$ cat src/rtl/bba_pkg.sv
// ----------------------------------------------------------------------------
// bba_pkg
// Shared types, constants and helpers of the buddy block allocator.
// ----------------------------------------------------------------------------
`default_nettype none

package bba_pkg;

   localparam int MIN_ORDER    = 5;
   localparam int ORDER_LIMIT  = 16;
   localparam int HEADER_BYTES = 16;

   localparam int NORD      = ORDER_LIMIT - MIN_ORDER + 1;
   localparam int GRANULES  = 1 << (ORDER_LIMIT - MIN_ORDER);
   localparam int GRAN_W    = ORDER_LIMIT - MIN_ORDER;
   localparam int STK_CELLS = 2 * GRANULES;
   localparam int STK_AW    = GRAN_W + 1;
   localparam int DEPTH_W   = GRAN_W + 1;
   localparam int IDX_W     = $clog2(NORD);
   localparam int ORD_W     = 5;
   localparam int BYTE_W    = ORDER_LIMIT + 1;
   localparam int OFF_W     = 16;
   localparam int CNT_W     = 32;

   typedef enum logic [1:0] {
      CMD_ALLOC = 2'd0,
      CMD_FREE  = 2'd1,
      CMD_CLEAR = 2'd2
   } cmd_type;

   typedef enum logic [1:0] {
      STAT_OK      = 2'd0,
      STAT_NOSPACE = 2'd1,
      STAT_BADFREE = 2'd2
   } status_type;

   typedef struct packed {
      logic             start;
      logic             used;
      logic [ORD_W-1:0] order;
   } tag_type;

   typedef struct packed {
      logic              rebuild;
      logic              clear;
      logic              alloc_ok;
      logic              alloc_fail;
      logic              free_ok;
      logic [BYTE_W-1:0] bytes;
   } stat_op_type;

   typedef struct packed {
      logic [BYTE_W-1:0] in_use;
      logic [BYTE_W-1:0] peak;
      logic [CNT_W-1:0]  allocs;
      logic [CNT_W-1:0]  frees;
      logic [CNT_W-1:0]  fails;
   } stat_val_type;

   typedef struct packed {
      logic [1:0]       status;
      logic [OFF_W-1:0] offset;
      logic [ORD_W-1:0] order;
   } result_type;

   typedef enum logic [4:0] {
      ST_CLEAR,
      ST_IDLE,
      ST_A_ORD,
      ST_A_FIND,
      ST_A_POP,
      ST_A_SPLIT,
      ST_F_TAG,
      ST_F_MRG,
      ST_F_BT,
      ST_T_RD,
      ST_T_CMP,
      ST_S_RD,
      ST_S_WR,
      ST_M_ZERO,
      ST_M_SET,
      ST_F_PUSH,
      ST_OUT
   } state_type;

   function automatic logic [IDX_W-1:0] ord_idx(input logic [ORD_W-1:0] k);
      return IDX_W'(k - ORD_W'(MIN_ORDER));
   endfunction

   function automatic logic [STK_AW-1:0] stack_base(input logic [ORD_W-1:0] k);
      logic [STK_AW:0] one_hot;
      one_hot = (STK_AW+1)'(1) << (ORD_W'(ORDER_LIMIT) - k);
      return STK_AW'(one_hot - (STK_AW+1)'(1));
   endfunction

   function automatic logic [GRAN_W-1:0] gran_pow(input logic [ORD_W-1:0] k);
      return GRAN_W'(1) << (k - ORD_W'(MIN_ORDER));
   endfunction

   function automatic logic [BYTE_W-1:0] byte_pow(input logic [ORD_W-1:0] k);
      return BYTE_W'(1) << k;
   endfunction

endpackage

`default_nettype wire

$ cat src/rtl/bba_stats.sv
// ----------------------------------------------------------------------------
// bba_stats
// In-use and peak byte counts and the allocation counters.
// ----------------------------------------------------------------------------
`default_nettype none

module bba_stats (
   input  wire logic                 clock,
   input  wire logic                 reset,
   input  wire bba_pkg::stat_op_type op,
   output bba_pkg::stat_val_type     val
);
   import bba_pkg::*;

   stat_val_type val_ff, val_in;
   logic [BYTE_W-1:0] sum;

   always_comb begin
      val_in = val_ff;
      sum    = val_ff.in_use + op.bytes;
      if (op.rebuild) begin
         val_in = '0;
      end else if (op.clear) begin
         val_in.allocs = '0;
         val_in.frees  = '0;
         val_in.fails  = '0;
         val_in.peak   = val_ff.in_use;
      end else if (op.alloc_ok) begin
         val_in.in_use = sum;
         val_in.allocs = val_ff.allocs + CNT_W'(1);
         if (sum > val_ff.peak) begin
            val_in.peak = sum;
         end
      end else if (op.alloc_fail) begin
         val_in.fails = val_ff.fails + CNT_W'(1);
      end else if (op.free_ok) begin
         val_in.in_use = val_ff.in_use - op.bytes;
         val_in.frees  = val_ff.frees + CNT_W'(1);
      end
   end

   always_ff @(posedge clock) begin
      if (reset) begin
         val_ff <= '0;
      end else begin
         val_ff <= val_in;
      end
   end

   assign val = val_ff;

endmodule

`default_nettype wire

$ cat config.mk
export PLATFORM = sky130hd
export DESIGN_NAME = bba_stats
export DESIGN_NICKNAME = d
export VERILOG_FILES = /design/src/rtl/bba_pkg.sv /design/src/rtl/bba_stats.sv
export SDC_FILE = /design/constraint.sdc
export NUM_CORES = 1
export LEC_CHECK = 0
export ABC_AREA = 1
export BUFFER_PORTS_ARGS = -buffer_cell sky130_fd_sc_hd__buf_4
export CAP_MARGIN = 5
export CORE_MARGIN = 2
export CORE_UTILIZATION = 55
export CTS_CLUSTER_DIAMETER = 30
export DETAILED_ROUTE_END_ITERATION = 16
export GPL_ROUTABILITY_DRIVEN = 0
export GPL_TIMING_DRIVEN = 0
export PLACE_DENSITY = 0.78
export SYNTH_ARGS = -nofsm -noshare
export SYNTH_HDL_FRONTEND = slang
export SYNTH_SLANG_ARGS = --single-unit
export TNS_END_PERCENT = 1
$ cat constraint.sdc
create_clock -name clock -period 5.5 [get_ports clock]
set_input_delay 0.55 -clock clock [delete_from_list [all_inputs] [get_ports clock]]
set_output_delay 0.55 -clock clock [all_outputs]
set_load 0.05 [all_outputs]
==> flow_metrics.tcl, run 1 <==
set metrics [dict create \
    post-cts-setup-buffers 0 \
    drc 0 \
    syn_area_sq_um 9520 \
    cts.sinks 130 \
    comb_power_share_pct 16.9 \
    numCtsBuffers 17 \
    drv_slew 0 \
    post_cts_resized 0 \
    synth_cells 1591 \
    detail-route-antenna-nets 0 \
    start_util_pct 55.6 \
    overflow 0 \
    cts_tree "done" \
    dp_hpwl_um 22400 \
    total_switching_power_w 0.000762 \
    clock_skew_ps 9.77 \
    routedWlPerCell_um 14.3 \
    place_area_sq_um 10900 \
    period_needed_ps 3770 \
    grt_max_degree 17 \
    first_global_vias 9610 \
    insertion_delay_ps 430 \
    core.rowCount 48 \
    worstPathArrival_ps 4090 \
    relSlewSlack_pct 45.9 \
    die_h_um 136 \
    cp_max_fo 10 \
    first_iter_violations 811 \
    switching_share_pct 29.3 \
    cp.required_ps 5820 \
    postSynthAreaPerCell_sq_um 5.98 \
    p_seq_share_pct 37.3 \
    whs_path_depth 4 \
    diodes 0 \
    p_int_w 0.00184 \
    ir_worst_vdd_mv 0.234 \
    ff2ff_path_depth 25 \
    worstMarginPinSlew_ps 812 \
    layout-drive-gt1-share_pct 12.7 \
    rsz0062_at_grt "false" \
    area_growth_pct 21.4 \
    port_buffers 152 \
    cts_hold_buffers 0 \
    clk_path_buf_depth 2 \
    htree_levels 4 \
    power.clock.fraction_pct 45.7 \
    stdcell_area_sq_um 11600 \
    die_x_um 136 \
    ys_warn_count 0 \
    finalHoldViolCount 0 \
    drv_cap 0 \
    io_pins 154 \
    antenna_found_initial 0 \
    p_per_area_nw_per_um2 225 \
    routed_wl_um 28600 \
    leakagePower_nw 5.38 \
    grt_pass1_wl_um 45500 \
    hold_ws_ps 460 \
    clock.fmax_ghz 0.266 \
    ys_seq_area_share_pct 27.3 \
    crit_path_end_kind "register" \
    final_nets 1840 \
    start_kind "register" \
    fin_crit_sh_pct 68.5 \
    syn_nets 1669 \
    core_area_sq_um 17100 \
    ys_ff_latch 130 \
    synth_cell_type_count 42 \
    setup_tns_ps 0 \
    vias 10700 \
    grt_use_total_pct 31.0 \
    largest_reg_flops 130 \
    drtPass1Iterations 8 \
    status "finished clean" \
    min_path_type "input port to register" \
    cts-root-buf "clkbuf_16" \
    cts.reportedPaths.clkPinSlew_ps 60 \
    path_class "register to register" \
    setup_viol 0 \
    dieArea_sq_um 18400 \
    vias_per_cell 5.36 \
]
## cell usage in the layout, fill, tap and decap left out, types with 24 or more instances in the layout
cell,n
a21oi_1,98
buf_4,152
dfxtp_1,130
ha_1,52
inv_1,235
nand2_1,469
nand3_1,128
nand4_1,24
nor2_1,206
nor3_1,45
o21ai_0,49
## per-stage QoR
step	setup slack [ps]	std cells	power [W]	utilization, %
after floorplan	2190	1591	0.00130	-
after global placement	1610	1968	0.00141	63.9
after detailed placement	1540	1968	0.00142	63.9
after CTS	1780	2000	0.00260	67.5
after global routing	1360	2000	0.00269	67.5
final	1730	2000	0.00260	67.5
## cells in the mapped netlist, drive strengths merged
cell	count	area [sq um]
nand2	473	1790
inv	240	901
nor2	214	862
dfxtp	130	2600
nand3	130	668
a21oi	98	490
ha	52	651
o21ai	51	255
nor3	45	225
nand4	25	163
buf	24	121
xor2	22	193
clkbuf	20	78.8
xnor2	14	123
and2	11	68.8
nand3b	9	67.6
o21a	6	45.0
a31oi	5	31.3
nor3b	5	42.5
a211oi	2	15.0
and3	2	12.5
fa	2	40.0
nor4	2	12.5
o211ai	2	15.0
o21bai	2	15.0
or2	2	12.5
a21o	1	7.51
o22ai	1	6.26
o31ai	1	7.51
## cells by family (layout without fill, tap and decap cells)
kind of cell,Yosys count,in the layout,share of synthesized area [%]
compound gates,169,169,9.33
xor+xnor,36,36,3.31
fa+ha+maj,54,54,7.26
buf+inv,284,468,11.6
flops,130,130,27.3
simple gates,918,918,41.2
## per-layer routing
metal  share of wire, %  vias to the layer above  track usage, %
met5                  0                        -               0
met1                 42                     4795            41.0
met4                3.2                        0            12.3
met3                 10                       71            6.70
li1                   -                     5356               -
met2                 44                      492            49.1
## worst paths after layout
path                              start                    end  slack (ps)
setup / recovery  val[120]$_SDFFE_PP0P_  val[100]$_SDFFE_PP0P_        1730
hold / removal                    reset  val[114]$_SDFFE_PP0P_         460
setup reg to reg  val[120]$_SDFFE_PP0P_  val[100]$_SDFFE_PP0P_        1730
hold reg to reg    val[43]$_SDFFE_PP0P_   val[43]$_SDFFE_PP0P_         500
## power groups by stage
stage               combinational (W)  clock (W)  sequential (W)
finish                       0.000440    0.00119        0.000970
global route                 0.000492    0.00123        0.000971
CTS                          0.000433    0.00119        0.000969
detailed placement           0.000431          0        0.000990
global placement             0.000423          0        0.000989
floorplan                    0.000267          0         0.00103
## critical path, stage by stage (launching register included)
cell,delay (ps)
dfxtp_1,480
ha_1,290
clkbuf_2,170
inv_1,120
nand2_1,60
nand2_1,100
inv_1,60
o21ai_0,130
nand3_1,190
nand2_1,100
nand2_1,60
nand2_1,180
inv_1,70
ha_1,290
nand2_1,60
nor2_1,120
nand2_1,90
inv_1,100
nand4_1,90
nand3_1,110
nand2_2,140
nand2_2,190
inv_1,70
buf_2,200
nor2_1,130
nor2_1,50
## area by class of cell
cell class | count | area (sq um)
Multi-Input combinational cell | 1177 | 5810
Fill cell | 1632 | 5560
Clock inverter | 11 | 151
Buffer | 44 | 200
Timing Repair Buffer | 152 | 1140
Inverter | 240 | 901
Clock buffer | 21 | 460
Tap cell | 225 | 282
Sequential cell | 130 | 2600
No activity file was read; power rests on OpenSTA's default activity.
==> run 2: changes to the inputs <==
--- a/config.mk
+++ b/config.mk
@@ -5,7 +5,7 @@
 export SDC_FILE = /design/constraint.sdc
 export NUM_CORES = 1
 export LEC_CHECK = 0
-export ABC_AREA = 1
+export ABC_AREA = 0
 export BUFFER_PORTS_ARGS = -buffer_cell sky130_fd_sc_hd__buf_4
 export CAP_MARGIN = 5
 export CORE_MARGIN = 2
@@ -14,7 +14,7 @@
 export DETAILED_ROUTE_END_ITERATION = 16
 export GPL_ROUTABILITY_DRIVEN = 0
 export GPL_TIMING_DRIVEN = 0
-export PLACE_DENSITY = 0.78
+export PLACE_DENSITY = 0.8
 export SYNTH_ARGS = -nofsm -noshare
 export SYNTH_HDL_FRONTEND = slang
 export SYNTH_SLANG_ARGS = --single-unit
==> constraint.sdc (replaced) <==
create_clock -name clock -period 3.7 [get_ports clock]
set_input_delay 0.37 -clock clock [delete_from_list [all_inputs] [get_ports clock]]
set_output_delay 0.37 -clock clock [all_outputs]
set_load 0.05 [all_outputs]
==> flow_metrics.tcl, run 2 <==
set metrics [dict create \
    worstMarginPinSlew_ps 850 \
    io_pins 154 \
    synth_cell_type_count 78 \
    insertion_delay_ps 420 \
    syn_area_sq_um 7750 \
    area_growth_pct 28.7 \
    post-synth-top-count-cell "nor2_1" \
    cp_slowest_cell "dfxtp_4" \
    crit_start "val[113]$_SDFFE_PP0P_" \
    p_per_area_nw_per_um2 373 \
    detail-route-antenna-nets 0 \
    clock.fmax_ghz 0.255 \
    diodes 0 \
    yosysTopAreaCellShare_pct 33.6 \
    fin_util_pct 72.1 \
    ys_seq_area_share_pct 33.6 \
    min_path_type "input port to register" \
    port_buffers 152 \
    crit_path_end_kind "register" \
    layout-drive-gt1-share_pct 24.4 \
    cpLargestDelayFamily "compound AO/OA/AOI/OAI gates" \
    vias_per_cell 5.66 \
    status "finished with violations" \
    core.rowCount 43 \
    drv_cap 0 \
    synth_cells 932 \
    dieArea_sq_um 15100 \
    die_h_um 123 \
    finalHoldViolCount 0 \
    fin_crit_sh_pct 106 \
    slowest_delay_ps 370 \
    grt_pass1_wl_um 32600 \
    routed_wl_um 21000 \
    numCtsBuffers 17 \
    worstPathArrival_ps 4250 \
    cp.required_ps 4020 \
    path_class "register to register" \
    grt_max_degree 17 \
    final_cells 1308 \
    first_iter_violations 440 \
    crit_chain "ha_4 > fa_2 > nor2b_4 > o311ai_4 > a21oi_2 > a311oi_4 > buf_4 > buf_4 > o21a_1 > a211o_1 > ha_4 > a21o_1 > a21o_1 > a21oi_1 > o21ai_1 > nand2b_4 > nand3_4 > clkbuf_8 > a211oi_1" \
    core_area_sq_um 13800 \
    path_buf_inv 3 \
    grt_use_total_pct 27.2 \
    start_util_pct 56.0 \
    leakagePower_nw 4.10 \
    cts.sinks 130 \
    final_cell_mix "165 x buf_4, 137 x nor2_1, 118 x dfxtp_1, 65 x a21oi_1, 60 x nand2_1" \
    overflow 0 \
    setup_viol 17 \
    ff2ff_path_depth 19 \
    ys_warn_count 0 \
    drv_slew 0 \
    failed_checks "negative setup slack" \
    drc 0 \
    final_nets 1193 \
    cp_max_fo 6 \
    synth_largest_area_cell "dfxtp_1" \
    async_reset_ff_share_pct 0 \
    hold_end "val[113]$_SDFFE_PP0P_" \
    synthTopCellsByArea "dfxtp_1 34%, ha_1 8.4%, xor2_1 6.7%, nor2_1 6.6%, xnor2_1 5.3%" \
    cts-root-buf "clkbuf_16" \
    whs_path_depth 3 \
    ys_ff_latch 130 \
    stdcell_area_sq_um 9970 \
    clk_path_buf_depth 2 \
    cts_hold_buffers 0 \
    drtPass1Iterations 5 \
    synth_common_cells "137 x nor2_1, 130 x dfxtp_1, 66 x a21oi_1, 60 x nand2_1, 59 x xor2_1" \
    synth-edff-count 0 \
    ys.flop_type "dfxtp_1" \
    die_x_um 123 \
    htree_levels 4 \
    rr_startpoint "val[113]$_SDFFE_PP0P_" \
    cts.reportedPaths.clkPinSlew_ps 50 \
    dp_hpwl_um 15400 \
    setup_tns_ps -3200 \
    postSynthAreaPerCell_sq_um 8.31 \
    routedWlPerCell_um 16.0 \
    vias 7409 \
    place_area_sq_um 9200 \
    start_kind "register" \
    final_common_cell "buf_4" \
    clock_skew_ps 7.18 \
    antenna_found_initial 0 \
    syn_nets 1010 \
    relSlewSlack_pct 43.1 \
    r2r_end "val[108]$_SDFFE_PP0P_" \
    reg2reg_slack_ps -230 \
    rsz0062_at_grt "true" \
    hp-start "op[0]" \
    period_needed_ps 3930 \
    ir_worst_vdd_mv 0.338 \
    first_global_vias 6733 \
    dpl.cell_count 1264 \
    cts_tree "done" \
    largest_reg_flops 130 \
    finalWorstSetupSlack_ps -225 \
]
run 2: cell count changes in the layout (fill, tap and decap cells not counted), moves of 33 or more:
cell and delta:
inv_1 -183, nand3_1 -93, a21oi_1 -33, nor2_1 -69, xor2_1 +37, nand2_1 -409
run 2: how the worst max path moves through the flow:
| stage | slack (ps) | cells past startpoint | end |
|---|---|---|---|
| after floorplan | -90 | 18 | val[110]$_SDFFE_PP0P_ |
| after detailed placement | -610 | 18 | val[104]$_SDFFE_PP0P_ |
| after global routing | -470 | 18 | val[106]$_SDFFE_PP0P_ |
| final | -230 | 19 | val[108]$_SDFFE_PP0P_ |
| after global placement | -590 | 19 | val[112]$_SDFFE_PP0P_ |
| after CTS | -210 | 17 | val[104]$_SDFFE_PP0P_ |
run 2: per-layer routing:
layer | vias to the layer above | track usage (%) | part of all wire (%)
met4 | 0 | 10.6 | 2.3
met1 | 3489 | 33.2 | 42
met3 | 46 | 5.95 | 7.2
met5 | - | 0 | 0
li1 | 3593 | - | -
met2 | 281 | 46.4 | 49
run 2: cell families (layout without fill, tap and decap cells):
| group | Yosys count | in the layout | share of synthesized area (%) |
|---|---|---|---|
| adder cells (fa/ha/maj) | 54 | 54 | 8.91 |
| buffers and inverters | 90 | 286 | 4.89 |
| AND/OR/NAND/NOR | 360 | 360 | 24.0 |
| flip-flops | 130 | 130 | 33.6 |
| AO/OA/AOI/OAI | 185 | 185 | 15.6 |
| XOR/XNOR | 108 | 108 | 12.4 |
| multiplexers | 5 | 5 | 0.646 |
run 2: tightest hold or removal path: stages:
cell,delay (ps)
buf_4,100
ha_1,190
a211oi_1,80
run 2: report_power, final:
part | total [W] | leakage (nW) | switching (W) | internal [W]
clock network | 0.00167 | 0.284 | 0.000612 | 0.00106
registers | 0.00145 | 1.06 | 0.0000253 | 0.00142
logic | 0.000606 | 2.76 | 0.000372 | 0.000233
total | 0.00372 | 4.10 | 0.00101 | 0.00271
run 2: area by class of cell:
class | instances | area [sq um]
sequential | 130 | 2620
timing repair buffer | 164 | 1230
inverter | 54 | 203
clock buffer | 26 | 531
tap | 180 | 225
clock inverter | 6 | 66.3
buffer | 36 | 198
multi-input combinational | 712 | 4900
fill | 1094 | 3850
run 2: stage by stage:
| stage | hold WS, ps | setup slack [ps] | power, W |
|---|---|---|---|
| 2_1_floorplan | 586 | -85.5 | 0.00189 |
| 3_3_place_gp | 483 | -590 | 0.00203 |
| 3_5_place_dp | 502 | -609 | 0.00204 |
| 4_1_cts | 350 | -208 | 0.00371 |
| 5_1_grt | 372 | -465 | 0.00385 |
| 6_report | 366 | -225 | 0.00372 |
run 2: repair_timing:
action | CTS | global route
cloned | 2 | 0
endpoints found under the setup margin | 17 | 17
gates resized for setup | 5 | 15
endpoints found under the hold margin | 0 | 0
pin swaps | 11 | 6
setup buffers | 7 | 3
